==> src/hw/rtl/per_client_spam_rate_limiter_defines.svh <==
// assertion macros shared by the rate limiter rtl
// no dependencies; take in with `include before the module that asserts
`ifndef PER_CLIENT_SPAM_RATE_LIMITER_DEFINES_SVH
`define PER_CLIENT_SPAM_RATE_LIMITER_DEFINES_SVH

// same-cycle implication, checked at every rising edge outside reset
`define PCSRL_ASSERT_IMP(lbl, clk, rst, ante, cons, msg) \
   lbl: assert property (@(posedge clk) disable iff (rst) (ante) |-> (cons)) else $error(msg);

// next-cycle implication
`define PCSRL_ASSERT_NXT(lbl, clk, rst, ante, cons, msg) \
   lbl: assert property (@(posedge clk) disable iff (rst) (ante) |=> (cons)) else $error(msg);

`endif

==> src/hw/rtl/pcsrl_pkg.sv <==
// shared constants, codes and types of the per-client rate limiter
// no dependencies
`timescale 1ns / 1ps

package pcsrl_pkg;

   localparam int CLIENT_SLOTS = 64;
   localparam int SLOT_W       = $clog2(CLIENT_SLOTS);
   localparam int SLOT_IN_W    = 6;
   localparam int COUNT_W      = 9;
   localparam int TIMER_W      = 8;
   localparam int CFG_W        = 8;
   localparam int VERDICT_W    = 2;
   localparam int CSR_ADDR_W   = 4;
   localparam int CSR_DATA_W   = 32;
   localparam int REG_IDX_W    = 2;

   localparam logic [COUNT_W-1:0] COUNT_MAX = '1;

   // request kinds
   localparam logic REQ_MSG  = 1'b0;
   localparam logic REQ_TICK = 1'b1;

   // verdict codes
   localparam logic [VERDICT_W-1:0] V_ALLOWED  = 2'd0;
   localparam logic [VERDICT_W-1:0] V_LOCKED   = 2'd1;
   localparam logic [VERDICT_W-1:0] V_NEW_LOCK = 2'd2;
   localparam logic [VERDICT_W-1:0] V_TICK     = 2'd3;

   // register indexes
   localparam logic [REG_IDX_W-1:0] REG_MSG_LIMIT = 2'd0;
   localparam logic [REG_IDX_W-1:0] REG_LOCKOUT   = 2'd1;
   localparam logic [REG_IDX_W-1:0] REG_WINDOW    = 2'd2;

   localparam logic [CFG_W-1:0] RST_MSG_LIMIT = 8'd5;
   localparam logic [CFG_W-1:0] RST_LOCKOUT   = 8'd10;
   localparam logic [CFG_W-1:0] RST_WINDOW    = 8'd5;

   typedef struct packed {
      logic [CFG_W-1:0] message_limit;
      logic [CFG_W-1:0] lockout_seconds;
      logic [CFG_W-1:0] window_ticks;
   } cfg_type;

endpackage

==> src/hw/rtl/pcsrl_ram.sv <==
// generic simple dual-port ram, one write and one registered read port
// no dependencies
`timescale 1ns / 1ps

module pcsrl_ram #(
   parameter int WIDTH = 8,
   parameter int DEPTH = 64
) (
   input  logic                     clock,
   input  logic                     wr_en,
   input  logic [$clog2(DEPTH)-1:0] wr_addr,
   input  logic [WIDTH-1:0]         wr_data,
   input  logic                     rd_en,
   input  logic [$clog2(DEPTH)-1:0] rd_addr,
   output logic [WIDTH-1:0]         rd_data
);

   logic [WIDTH-1:0] mem_ff [DEPTH];
   logic [WIDTH-1:0] rd_data_ff;

   always_ff @(posedge clock) begin
      if (wr_en) begin
         mem_ff[wr_addr] <= wr_data;
      end
      // read data holds until the next read
      if (rd_en) begin
         rd_data_ff <= mem_ff[rd_addr];
      end
   end

   assign rd_data = rd_data_ff;

endmodule

==> src/hw/rtl/pcsrl_csr.sv <==
// configuration registers behind an apb-style port
// depends on pcsrl_pkg
`timescale 1ns / 1ps

module pcsrl_csr (
   input  logic                               clock,
   input  logic                               reset,
   input  logic                               csr_psel,
   input  logic                               csr_penable,
   input  logic                               csr_pwrite,
   input  logic [pcsrl_pkg::CSR_ADDR_W-1:0]   csr_paddr,
   input  logic [pcsrl_pkg::CSR_DATA_W-1:0]   csr_pwdata,
   output logic [pcsrl_pkg::CSR_DATA_W-1:0]   csr_prdata,
   output logic                               csr_pready,
   output pcsrl_pkg::cfg_type                 cfg
);

   import pcsrl_pkg::*;

   cfg_type              cfg_ff;
   cfg_type              cfg_in;
   logic [REG_IDX_W-1:0] reg_idx;
   logic                 wr_hit;

   assign reg_idx    = csr_paddr[CSR_ADDR_W-1:2];
   assign csr_pready = 1'b1;
   assign wr_hit     = csr_psel & csr_penable & csr_pwrite & csr_pready;

   always_comb begin
      cfg_in = cfg_ff;
      if (wr_hit) begin
         case (reg_idx)
            REG_MSG_LIMIT: cfg_in.message_limit   = csr_pwdata[CFG_W-1:0];
            REG_LOCKOUT:   cfg_in.lockout_seconds = csr_pwdata[CFG_W-1:0];
            REG_WINDOW:    cfg_in.window_ticks    = csr_pwdata[CFG_W-1:0];
            default: ;
         endcase
      end
   end

   always_comb begin
      case (reg_idx)
         REG_MSG_LIMIT: csr_prdata = CSR_DATA_W'(cfg_ff.message_limit);
         REG_LOCKOUT:   csr_prdata = CSR_DATA_W'(cfg_ff.lockout_seconds);
         REG_WINDOW:    csr_prdata = CSR_DATA_W'(cfg_ff.window_ticks);
         default:       csr_prdata = '0;
      endcase
   end

   always_ff @(posedge clock) begin
      if (reset) begin
         cfg_ff.message_limit   <= RST_MSG_LIMIT;
         cfg_ff.lockout_seconds <= RST_LOCKOUT;
         cfg_ff.window_ticks    <= RST_WINDOW;
      end else begin
         cfg_ff <= cfg_in;
      end
   end

   assign cfg = cfg_ff;

endmodule

==> src/hw/rtl/per_client_spam_rate_limiter.sv <==
// per-client message rate limiter with lockout; for a message word the slot's count
// and timer are read from ram, then decided and written back once the output is free
// a tick word walks the timers of slots 1..last, one timer a cycle through the timer ram
// a result sits in an output register, so the next word is taken while it waits
// reset is synchronous: config returns to defaults, counts and timers read as
// zero at once through per-slot valid flops, no clearing pass
`timescale 1ns / 1ps

`include "per_client_spam_rate_limiter_defines.svh"

module per_client_spam_rate_limiter (
   input  logic                                clock,
   input  logic                                reset,
   // request channel
   input  logic                                req_valid,
   output logic                                req_ready,
   input  logic                                req_type,
   input  logic [pcsrl_pkg::SLOT_IN_W-1:0]     req_client_slot,
   // response channel
   output logic                                rsp_valid,
   input  logic                                rsp_ready,
   output logic [pcsrl_pkg::VERDICT_W-1:0]     rsp_verdict,
   output logic [pcsrl_pkg::TIMER_W-1:0]       rsp_wait_seconds,
   // configuration port
   input  logic                                csr_psel,
   input  logic                                csr_penable,
   input  logic                                csr_pwrite,
   input  logic [pcsrl_pkg::CSR_ADDR_W-1:0]    csr_paddr,
   input  logic [pcsrl_pkg::CSR_DATA_W-1:0]    csr_pwdata,
   output logic [pcsrl_pkg::CSR_DATA_W-1:0]    csr_prdata,
   output logic                                csr_pready
);

   import pcsrl_pkg::*;

   // sequencer states
   localparam logic [1:0] ST_IDLE  = 2'd0;  // waiting for a word
   localparam logic [1:0] ST_MSG   = 2'd1;  // slot data back from ram, decide
   localparam logic [1:0] ST_SWEEP = 2'd2;  // reading timers 1..last
   localparam logic [1:0] ST_TDONE = 2'd3;  // last writeback, post tick result

   localparam logic [SLOT_W-1:0] SLOT_FIRST = SLOT_W'(1);
   localparam logic [SLOT_W-1:0] SLOT_LAST  = SLOT_W'(CLIENT_SLOTS - 1);

   cfg_type cfg;

   logic [1:0]              state_ff, state_in;
   logic [SLOT_W-1:0]       slot_ff, slot_in;
   logic                    slot_ok_ff, slot_ok_in;
   logic [SLOT_W-1:0]       sweep_idx_ff, sweep_idx_in;
   logic                    wb_vld_ff, wb_vld_in;
   logic [SLOT_W-1:0]       wb_idx_ff, wb_idx_in;
   logic [CFG_W-1:0]        interval_ff, interval_in;
   logic [CLIENT_SLOTS-1:0] cnt_vld_ff, cnt_vld_in;
   logic [CLIENT_SLOTS-1:0] tmr_vld_ff, tmr_vld_in;
   logic                    rsp_valid_ff, rsp_valid_in;
   logic [VERDICT_W-1:0]    rsp_verdict_ff, rsp_verdict_in;
   logic [TIMER_W-1:0]      rsp_wait_ff, rsp_wait_in;

   logic                    req_acc;
   logic                    msg_acc;
   logic                    tick_acc;
   logic [SLOT_W-1:0]       req_slot;
   logic                    req_slot_ok;
   logic [CFG_W:0]          ivl_next;
   logic                    win_hit;
   logic                    out_free;
   logic                    post_msg;
   logic                    post_tick;

   // ram ports
   logic                    cnt_we;
   logic [COUNT_W-1:0]      cnt_wdata;
   logic [COUNT_W-1:0]      cnt_rdata;
   logic                    tmr_we;
   logic [SLOT_W-1:0]       tmr_waddr;
   logic [TIMER_W-1:0]      tmr_wdata;
   logic                    tmr_re;
   logic [SLOT_W-1:0]       tmr_raddr;
   logic [TIMER_W-1:0]      tmr_rdata;

   // decision datapath
   logic [COUNT_W-1:0]      cur_cnt;
   logic [TIMER_W-1:0]      cur_tmr;
   logic [TIMER_W-1:0]      sw_tmr;
   logic                    over_limit;
   logic                    new_lock;
   logic [VERDICT_W-1:0]    msg_verdict;
   logic [TIMER_W-1:0]      msg_wait;

   pcsrl_csr u_csr (
      .clock       (clock),
      .reset       (reset),
      .csr_psel    (csr_psel),
      .csr_penable (csr_penable),
      .csr_pwrite  (csr_pwrite),
      .csr_paddr   (csr_paddr),
      .csr_pwdata  (csr_pwdata),
      .csr_prdata  (csr_prdata),
      .csr_pready  (csr_pready),
      .cfg         (cfg)
   );

   // message counts, one entry per slot
   pcsrl_ram #(.WIDTH(COUNT_W), .DEPTH(CLIENT_SLOTS)) u_cnt_ram (
      .clock   (clock),
      .wr_en   (cnt_we),
      .wr_addr (slot_ff),
      .wr_data (cnt_wdata),
      .rd_en   (msg_acc),
      .rd_addr (req_slot),
      .rd_data (cnt_rdata)
   );

   // lockout timers, shared between message checks and the tick sweep
   pcsrl_ram #(.WIDTH(TIMER_W), .DEPTH(CLIENT_SLOTS)) u_tmr_ram (
      .clock   (clock),
      .wr_en   (tmr_we),
      .wr_addr (tmr_waddr),
      .wr_data (tmr_wdata),
      .rd_en   (tmr_re),
      .rd_addr (tmr_raddr),
      .rd_data (tmr_rdata)
   );

   // one word at a time: a slot's read-modify-write completes before the
   // next word is taken, so no forwarding between words is needed
   assign req_ready   = (state_ff == ST_IDLE);
   assign req_acc     = req_valid & req_ready;
   assign msg_acc     = req_acc & (req_type == REQ_MSG);
   assign tick_acc    = req_acc & (req_type == REQ_TICK);
   assign req_slot    = SLOT_W'(req_client_slot);
   assign req_slot_ok = (32'(req_client_slot) < 32'(CLIENT_SLOTS));

   // interval counter: a window shrunk below the counter clears at once
   assign ivl_next = {1'b0, interval_ff} + (CFG_W+1)'(1);
   assign win_hit  = (ivl_next >= {1'b0, cfg.window_ticks});

   // output register frees when empty or being taken
   assign out_free  = ~rsp_valid_ff | rsp_ready;
   assign post_msg  = (state_ff == ST_MSG) & out_free;
   assign post_tick = (state_ff == ST_TDONE) & out_free;

   // timer read: sweep walks the slots, otherwise the message's slot
   assign tmr_re    = msg_acc | (state_ff == ST_SWEEP);
   assign tmr_raddr = (state_ff == ST_SWEEP) ? sweep_idx_ff : req_slot;

   // entries never written since reset read as zero
   assign cur_cnt = cnt_vld_ff[slot_ff]   ? cnt_rdata : '0;
   assign cur_tmr = tmr_vld_ff[slot_ff]   ? tmr_rdata : '0;
   assign sw_tmr  = tmr_vld_ff[wb_idx_ff] ? tmr_rdata : '0;

   assign over_limit = (cur_cnt > {1'b0, cfg.message_limit});

   always_comb begin
      msg_verdict = V_ALLOWED;
      msg_wait    = '0;
      new_lock    = 1'b0;
      cnt_we      = 1'b0;
      if (slot_ok_ff) begin
         if (cur_tmr != '0) begin
            // still locked out: report what is left
            msg_verdict = V_LOCKED;
            msg_wait    = cur_tmr;
         end else if (over_limit) begin
            // start a lockout; a zero length leaves the timer at zero
            msg_verdict = V_NEW_LOCK;
            msg_wait    = cfg.lockout_seconds;
            new_lock    = post_msg;
         end else begin
            cnt_we = post_msg;
         end
      end
   end

   // saturating count increment
   assign cnt_wdata = (cur_cnt == COUNT_MAX) ? cur_cnt : cur_cnt + COUNT_W'(1);

   // timer writeback: sweep decrement or new lockout, never in the same cycle
   always_comb begin
      if (wb_vld_ff) begin
         tmr_we    = 1'b1;
         tmr_waddr = wb_idx_ff;
         tmr_wdata = (sw_tmr != '0) ? sw_tmr - TIMER_W'(1) : sw_tmr;
      end else begin
         tmr_we    = new_lock;
         tmr_waddr = slot_ff;
         tmr_wdata = cfg.lockout_seconds;
      end
   end

   // sequencer and bookkeeping
   always_comb begin
      state_in     = state_ff;
      slot_in      = slot_ff;
      slot_ok_in   = slot_ok_ff;
      sweep_idx_in = sweep_idx_ff;
      wb_vld_in    = (state_ff == ST_SWEEP);
      wb_idx_in    = sweep_idx_ff;
      interval_in  = interval_ff;
      cnt_vld_in   = cnt_vld_ff;
      tmr_vld_in   = tmr_vld_ff;

      case (state_ff)
         ST_IDLE: begin
            if (msg_acc) begin
               slot_in    = req_slot;
               slot_ok_in = req_slot_ok;
               state_in   = ST_MSG;
            end else if (tick_acc) begin
               // window roll clears every count at once via the valid flops
               if (win_hit) begin
                  interval_in = '0;
                  cnt_vld_in  = '0;
               end else begin
                  interval_in = ivl_next[CFG_W-1:0];
               end
               // slot zero is never decremented
               sweep_idx_in = SLOT_FIRST;
               state_in     = ST_SWEEP;
            end
         end
         ST_MSG: begin
            if (post_msg) begin
               state_in = ST_IDLE;
            end
         end
         ST_SWEEP: begin
            if (sweep_idx_ff == SLOT_LAST) begin
               state_in = ST_TDONE;
            end else begin
               sweep_idx_in = sweep_idx_ff + SLOT_W'(1);
            end
         end
         ST_TDONE: begin
            if (post_tick) begin
               state_in = ST_IDLE;
            end
         end
         default: begin
            state_in = ST_IDLE;
         end
      endcase

      if (cnt_we) begin
         cnt_vld_in[slot_ff] = 1'b1;
      end
      if (tmr_we) begin
         tmr_vld_in[tmr_waddr] = 1'b1;
      end
   end

   // response register
   always_comb begin
      rsp_valid_in   = rsp_valid_ff & ~rsp_ready;
      rsp_verdict_in = rsp_verdict_ff;
      rsp_wait_in    = rsp_wait_ff;
      if (post_msg) begin
         rsp_valid_in   = 1'b1;
         rsp_verdict_in = msg_verdict;
         rsp_wait_in    = msg_wait;
      end else if (post_tick) begin
         rsp_valid_in   = 1'b1;
         rsp_verdict_in = V_TICK;
         rsp_wait_in    = '0;
      end
   end

   always_ff @(posedge clock) begin
      if (reset) begin
         state_ff     <= ST_IDLE;
         wb_vld_ff    <= 1'b0;
         interval_ff  <= '0;
         cnt_vld_ff   <= '0;
         tmr_vld_ff   <= '0;
         rsp_valid_ff <= 1'b0;
      end else begin
         state_ff     <= state_in;
         wb_vld_ff    <= wb_vld_in;
         interval_ff  <= interval_in;
         cnt_vld_ff   <= cnt_vld_in;
         tmr_vld_ff   <= tmr_vld_in;
         rsp_valid_ff <= rsp_valid_in;
      end
      slot_ff        <= slot_in;
      slot_ok_ff     <= slot_ok_in;
      sweep_idx_ff   <= sweep_idx_in;
      wb_idx_ff      <= wb_idx_in;
      rsp_verdict_ff <= rsp_verdict_in;
      rsp_wait_ff    <= rsp_wait_in;
   end

   assign rsp_valid        = rsp_valid_ff;
   assign rsp_verdict      = rsp_verdict_ff;
   assign rsp_wait_seconds = rsp_wait_ff;

   // a taken word always leaves the idle state
   `PCSRL_ASSERT_NXT(a_busy_after_accept, clock, reset, req_valid && req_ready, state_ff != ST_IDLE, "word accepted but sequencer stayed idle")
   // the sweep never touches slot zero
   `PCSRL_ASSERT_IMP(a_sweep_skips_zero, clock, reset, wb_vld_ff, wb_idx_ff != '0, "sweep wrote the timer of slot zero")
   // no sweep writeback may collide with a message decision
   `PCSRL_ASSERT_IMP(a_no_wb_in_msg, clock, reset, state_ff == ST_MSG, !wb_vld_ff, "sweep writeback during a message decision")
   // a result only appears out of a decision or the end of a sweep
   `PCSRL_ASSERT_IMP(a_rsp_source, clock, reset, $rose(rsp_valid_ff), $past(state_ff) == ST_MSG || $past(state_ff) == ST_TDONE, "result posted from an unexpected state")

endmodule

==> config.mk <==
export PLATFORM = sky130hd
export DESIGN_NAME = per_client_spam_rate_limiter
export DESIGN_NICKNAME = d
export VERILOG_FILES = /design/src/hw/rtl/pcsrl_pkg.sv /design/src/hw/rtl/pcsrl_ram.sv /design/src/hw/rtl/pcsrl_csr.sv /design/src/hw/rtl/per_client_spam_rate_limiter.sv
export VERILOG_INCLUDE_DIRS = /design/src /design/src/hw/rtl
export SDC_FILE = /design/constraint.sdc
export NUM_CORES = 2
export LEC_CHECK = 0
export BUFFER_PORTS_ARGS = -buffer_cell sky130_fd_sc_hd__buf_2
export CORE_MARGIN = 5
export CORE_UTILIZATION = 55
export DETAILED_ROUTE_END_ITERATION = 10
export PLACE_DENSITY = 0.79
export REMOVE_ABC_BUFFERS = 1
export SLEW_MARGIN = 0
export SYNTH_ARGS = -nofsm -noshare
export SYNTH_HDL_FRONTEND = slang
export SYNTH_SLANG_ARGS = --single-unit
==> constraint.sdc <==
create_clock -name clock -period 7.12 [get_ports clock]
set_clock_uncertainty 0.15 [all_clocks]
set_input_delay 0.356 -clock clock [delete_from_list [all_inputs] [get_ports clock]]
set_output_delay 0.356 -clock clock [all_outputs]
set_load 0.02 [all_outputs]
Word level (Yosys, flattened, before mapping)
Memory sizes are Yosys's and may differ from the RTL's. A register that Yosys moved wholly into a read port is not among the register bits.
Index checks and enable logic that the tools add are counted.
W data, S select, Z words.
- flip-flop bits (word level): 192
- bits in writable memories: 1088
- input port bits: 50
- output and inout port bits: 45
- memories: 2
- memory list (memory ; words ; bits a word ; rd ports ; clocked after Yosys merged registers in ; write ports ; line ; source):
    u_cnt_ram.mem_ff ; 64 ; 9 ; 1 ; 1 ; 1 ; pcsrl_ram.sv:18 ; logic [WIDTH-1:0] mem_ff [DEPTH];
    u_tmr_ram.mem_ff ; 64 ; 8 ; 1 ; 1 ; 1 ; pcsrl_ram.sv:18 ;
- $add $sub $neg: 4
- $lt $le $gt $ge: 7
- equality and inequality tests: 14
- muxes and demuxes: 54
- bitwise gates (word level): 16
- reductions and logical operators: 15
- operators by type and width (kind ; number):
    $mux W64 ; 5
    $or A64 B64 Y64 ; 2
    $mux W8 ; 9
    $mux W6 ; 5
    $pmux W8 S3 ; 1
    $lt A6 B7 Y1 const B ; 3
    $bmux W1 S6 ; 3
    $mux W2 ; 9
    $mux W9 ; 2
    $mux W1 ; 16
    $reduce_bool A8 Y1 ; 2
    $demux W1 S6 ; 2
    $ge A6 B1 Y1 const B ; 2
    $pmux W6 S2 ; 1
    $add A8 B1 Y9 const B ; 1
    $add A9 B1 Y9 const B ; 1
    $eq A9 B9 Y1 const B ; 1
    $ge A9 B8 Y1 ; 1
    $gt A9 B8 Y1 ; 1
    $and A1 B1 Y1 ; 8
    $ne A2 B2 Y1 const B ; 4
    $pmux W2 S4 ; 1
    $reduce_and A2 Y1 ; 4
    $reduce_and A4 Y1 ; 2
    other kinds (13) ; 24

Depth between registers and ports, before layout
- depth in word-level cells: 9
- mapped depth: 21
- depth with buffers taken out: 15

Hierarchy
Synthesis repeated with hierarchy kept, for this count alone.
- cells, all modules: 3031
- area, all modules: 53410.0 um2
- by module, submodules not included (module ; times used ; cells an instance ; area an instance (um2) ; seq. area each (um2)):
    pcsrl_ram at u_cnt_ram ; 1 ; 1020 ; 22684.3 ; 17566.8
    pcsrl_ram at u_tmr_ram ; 1 ; 940 ; 20246.9 ; 15615.0
    per_client_spam_rate_limiter ; 1 ; 920 ; 9093.7 ; 3583.4
    pcsrl_csr ; 1 ; 151 ; 1385.1 ; 480.5

Worst setup path before layout
Ideal clock, no wire load.
- kind: register to register
- from: register slot_ff[2]
- to: memory u_cnt_ram.mem_ff[0][6] in the netlist's numbering, data pin
- setup time: 0.722 ns
- arrival time: 5.294 ns
- data required time: 6.248 ns
- path slack: 0.954 ns
- cell stages (with the launch flop): 15
- path buffers: 2
- clock period less this slack: 6.166 ns
- cell sequence: edfxtp_1 buf_4 mux2_1 a221oi_1 o221ai_1 a221oi_2 nand3_2 clkbuf_1 nand2_1 inv_1 ha_1 and2_1 nand2_1 xor2_1 a21boi_0
- cells in the longest elaborated chain, start to end: 5
- RTL lines (what ; line ; source):
    from (decl) ; per_client_spam_rate_limiter.sv:48 ; logic [SLOT_W-1:0] slot_ff, slot_in;
    from (signal assigned) ; per_client_spam_rate_limiter.sv:285 ; slot_ff <= slot_in;
    $bmux W1 S6 * ; per_client_spam_rate_limiter.sv:149 ; assign cur_cnt = cnt_vld_ff[slot_ff] ? cnt_rdata : '0;
    $mux W1 (not written as such) * ; per_client_spam_rate_limiter.sv:149 ;
    $mux W9 * ; per_client_spam_rate_limiter.sv:149 ;
    $add A9 B1 Y9 or $eq A9 B9 Y1 (tied branches) ; per_client_spam_rate_limiter.sv:177 ; assign cnt_wdata = (cur_cnt == COUNT_MAX) ? cur_cnt : cur_cnt + COUNT_W'(1);
    $mux W9 * ; per_client_spam_rate_limiter.sv:177 ;
    via cnt_wdata[6] ; per_client_spam_rate_limiter.sv:73 ; logic [COUNT_W-1:0] cnt_wdata;
    to (decl) ; pcsrl_ram.sv:18 ;
Mark *: on every way through the listed nets, which the timed path passes. The rest lies on a longest branch. The select of a mux whose other input is x is not followed.

Worst setup path in the final report
- from: register slot_ff[1]
- to: memory u_cnt_ram.mem_ff[49][1] in the netlist's numbering (enable)
- cells in the longest elaborated chain, start to end: 8
- RTL lines (what ; line ; source):
    $bmux W1 S6 ; per_client_spam_rate_limiter.sv:149 ;
    $mux W1 (not written as such) ; per_client_spam_rate_limiter.sv:149 ;
    $mux W9 ; per_client_spam_rate_limiter.sv:149 ;
    $gt A9 B8 Y1 ; per_client_spam_rate_limiter.sv:153 ; assign over_limit = (cur_cnt > {1'b0, cfg.message_limit});
    $mux W1 ; per_client_spam_rate_limiter.sv:165 ; end else if (over_limit) begin
    $mux W1 ; per_client_spam_rate_limiter.sv:161 ; if (cur_tmr != '0) begin
    $mux W1 ; pcsrl_ram.sv:22 ; if (wr_en) begin
    $mux W1 (not written as such) ; pcsrl_ram.sv:23 ; mem_ff[wr_addr] <= wr_data;
Parallel ways exist; a longest one is shown, timed or not. The select of a mux whose other input is x is not followed.

==> results.json <==
{
  "outcome": "complete, no violations",
  "synth_compound_area_share_pct": 6.171,
  "clk_latency_ns": 0.71,
  "min_path_type": "in2reg",
  "grt_max_degree": 99,
  "synth_top_family_by_area": "multiplexers",
  "postSynthAreaPerCell_sq_um": 17.78,
  "p_sw_mw": 3.544,
  "setup_slack_ns": 0.4955,
  "place_congestion": 0.9438,
  "htreeDepth": 3,
  "drt_iter0_drc": 4285,
  "reg2reg_to": "u_cnt_ram.mem_ff[49][1]$_DFFE_PP_",
  "cts_tree": "yes",
  "cts.sinks": 1297,
  "placed_cells": 4269,
  "cp_num_buf_inv": 2,
  "cp_cell_sequence": "nor2b_1 -> a221oi_1 -> o311ai_0 -> nand3_2 -> and2_1 -> ha_1 -> nor2b_1 -> o21a_1 -> o21a_1 -> o211ai_1 -> a21oi_1 -> o21ai_0 -> buf_4 -> nand3_4 -> nor3_1 -> buf_4",
  "numCtsBuffers": 118,
  "dpl-instance-area_sq_um": 55350,
  "report.final.slew_viol_count": 0,
  "crit_arrival_ns": 6.88,
  "rsz0062_at_grt": "false",
  "crit_required_ns": 7.38,
  "fin_nets": 3197,
  "drc_errors": 0,
  "die_w_microns": 321.4,
  "fmax_mhz": 151.0,
  "reg2reg_from": "slot_ff[1]$_DFFE_PP_",
  "row_count": 114,
  "portBuffers": 43,
  "final_cell_mix": "edfxtp_1 (1127), mux4_2 (342), nor2_1 (203), dfxtp_1 (170)",
  "fin_total_pwr_mw": 15.79,
  "yosys_register_bits": 1297,
  "cp-end-kind": "register",
  "instances_no_fill": 4505,
  "drt-pass1-iter-count": 10,
  "ant_nets": 0,
  "fin_util_pct": 61.53,
  "drt-vias-per-instance": 6.742,
  "start_util_pct": 55.31,
  "period_minus_slack_ns": 6.624,
  "p_seq_share_pct": 52.9,
  "critical-path-top-delay-family": "simple AND/OR/NAND/NOR gates",
  "start_kind": "register",
  "min_from": "req_client_slot[0]",
  "io_pins": 95,
  "cp_slowest_cell": "edfxtp_1",
  "powerDensity_nw_per_um2": 266.2,
  "preCtsSetupSlack_ns": 0.7018,
  "grt_pass1_vias": 30330,
  "cts_max_path_buffers": 3,
  "wirelength_microns": 131300,
  "hold_viol_final": 0,
  "setup_viol_count_final": 0,
  "yosys_warnings": 0,
  "tightest_slew_ns": 1.377,
  "synth_top_area_share_pct": 63.46,
  "maxSlewHeadroom_pct": 8.204,
  "drive_gt1_share_pct": 23.23,
  "synth_cell_types": 78,
  "synth_top_area_cell": "edfxtp_1",
  "worst_hold_path.num_cells": 1,
  "p_leak_nw": 18.97,
  "syn_inst": 2999,
  "pwr-share-clk_pct": 40.1,
  "whs_endpoint": "slot_ff[0]$_DFFE_PP_",
  "slowest_delay_ns": 1.16,
  "synth.cell_area_sq_um": 53330,
  "clkTransAtPathRegs_ns": 0.06,
  "ir_drop_uv": 249.9,
  "ys_dominant_reg_cell": "edfxtp_1",
  "reg2reg_depth": 16,
  "synth.mux.area_fraction_pct": 15.93,
  "vias": 30370,
  "internal-power_mw": 12.25,
  "yosysSeqAreaShare_pct": 69.84,
  "synth_xor_area_share_pct": 0.2464,
  "clockRootBuffer": "clkbuf_16",
  "synth_fa_ha_area_share_pct": 0.4927,
  "die_h_microns": 321.4,
  "pwr-share-comb_pct": 7.0,
  "reg2reg_setup_slack_ns": 0.50,
  "maxCapViolCount": 0,
  "finalCritPeriodShare_pct": 93.04,
  "antenna_found_initial": 0,
  "grt_pass1_wl_microns": 197100,
  "switching_share_pct": 22.44,
  "final_common_cell": "edfxtp_1",
  "yosys.area_share.simple_pct": 5.037,
  "path_class": "reg2reg",
  "dpl.hpwl_microns": 79580,
  "area_growth_pct": 11.25,
  "grt_usage_pct": 25.26,
  "synth-edff-count": 1127,
  "grt_overflow_total": 0,
  "post-cts-setup-buffers": 0,
  "die_area_sq_um": 103300,
  "async_flop_share_pct": 0,
  "core_sq_um": 96420,
  "final_area_sq_um": 59320,
  "netlist_top_cells_area": "edfxtp_1 (63%), mux4_2 (14%), dfxtp_1 (6.4%)",
  "post_drt_wl_per_cell_microns": 29.15,
  "critical_path_peak_fanout": 41
}
-- per-stage QoR --
step           setup TNS [ns]  hold slack (ns)
2_1_floorplan          -58.79           0.2448
3_3_place_gp                0           0.2903
3_5_place_dp                0           0.3002
4_1_cts                     0          0.01109
5_1_grt                     0          0.08154
6_report                    0          0.04252
-- cells in the mapped netlist, drive strengths merged (3+ instances only) --
library cell and instances:
a22oi 3, a211oi 105, nor3b 5, nand4 4, xor2 7, o21a 9
and3 15, a22o 10, nor4 4, a31oi 22, mux2i 46, buf 101
or2 5, nand3b 7, mux2 13, a21boi 4, nor2b 14, or3 4
nor2 205, mux4 349, nand2b 13, edfxtp 1127, a21oi 103, nand2 144
a221oi 19, clkbuf 113, o211ai 10, nand3 26, and2 50, xnor2 8
a32o 64, nor3 77, a211o 8, a21o 4, o22ai 4, a311oi 17
dfxtp 170, o221ai 7, ha 21, inv 28, o21ai 29
-- registers in the layout, summed over array words and instances, names as in the netlist, 8 cells and up --
signal / cells
cnt_vld_ff: 64
interval_ff: 8
rsp_wait_seconds: 8
tmr_vld_ff: 64
u_cnt_ram.mem_ff: 576
u_cnt_ram.rd_data: 9
u_csr.cfg: 24
u_tmr_ram.mem_ff: 512
u_tmr_ram.rd_data: 8
-- how the worst max path moves through the flow --
stage               slack, ns                     start                                end  depth (start not counted)
floorplan               -7.35  state_ff[0]$_SDFFE_PP0P_     u_tmr_ram.rd_data[0]$_DFFE_PP_                          8
global placement         0.92      slot_ff[1]$_DFFE_PP_  u_cnt_ram.mem_ff[11][4]$_DFFE_PP_                         19
detailed placement       0.70      slot_ff[1]$_DFFE_PP_  u_cnt_ram.mem_ff[49][5]$_DFFE_PP_                         18
CTS                      0.63      slot_ff[1]$_DFFE_PP_  u_cnt_ram.mem_ff[49][3]$_DFFE_PP_                         16
global route             0.24      slot_ff[1]$_DFFE_PP_  u_cnt_ram.mem_ff[51][5]$_DFFE_PP_                         16
finish                   0.50      slot_ff[1]$_DFFE_PP_  u_cnt_ram.mem_ff[49][1]$_DFFE_PP_                         16
-- metal layers --
layer  vias up  global-route usage, %  wire (microns)
li1      12430                      -               -
met1     15660                  34.42           48180
met2      1916                  40.99           64570
met3       369                  4.543           12390
met4         0                  10.43            6196
met5         -                      0               0
-- power groups by stage --
stage	Clock [mW]	Sequential (mW)	Combinational, mW
finish	6.33	8.36	1.11
global route	6.74	8.36	1.17
CTS	6.37	8.36	1.10
detailed placement	0	8.52	1.08
global placement	0	8.51	1.04
floorplan	0	8.51	0.737
-- logic make-up after synthesis --
| logic type | count (synthesis) |
|---|---|
| DFF | 1297 |
| and+or+nand+nor | 578 |
| AOI/OAI and AO/OA | 435 |
| muxes | 408 |
| buffers and inverters | 243 |
| adders and majority gates | 21 |
| xor gates and xnor gates | 15 |
| other | 2 |
-- repair_timing --
action,4_1_cts,5_1_grt
hold buffers,13,0
hold endpoints to repair,30,0
resized for setup,0,0
-- final cells by class --
| type | count | area, sq um |
|---|---|---|
| Fill cell | 6545 | 37100 |
| Timing Repair Buffer | 198 | 1455 |
| Tap cell | 1276 | 1597 |
| Clock inverter | 72 | 734.5 |
| Sequential cell | 1297 | 37250 |
| Inverter | 29 | 108.9 |
| Clock buffer | 150 | 3104 |
| Multi-Input combinational cell | 1482 | 15080 |
| Antenna cell | 1 | 2.502 |
(Power assumes the default switching activity.)
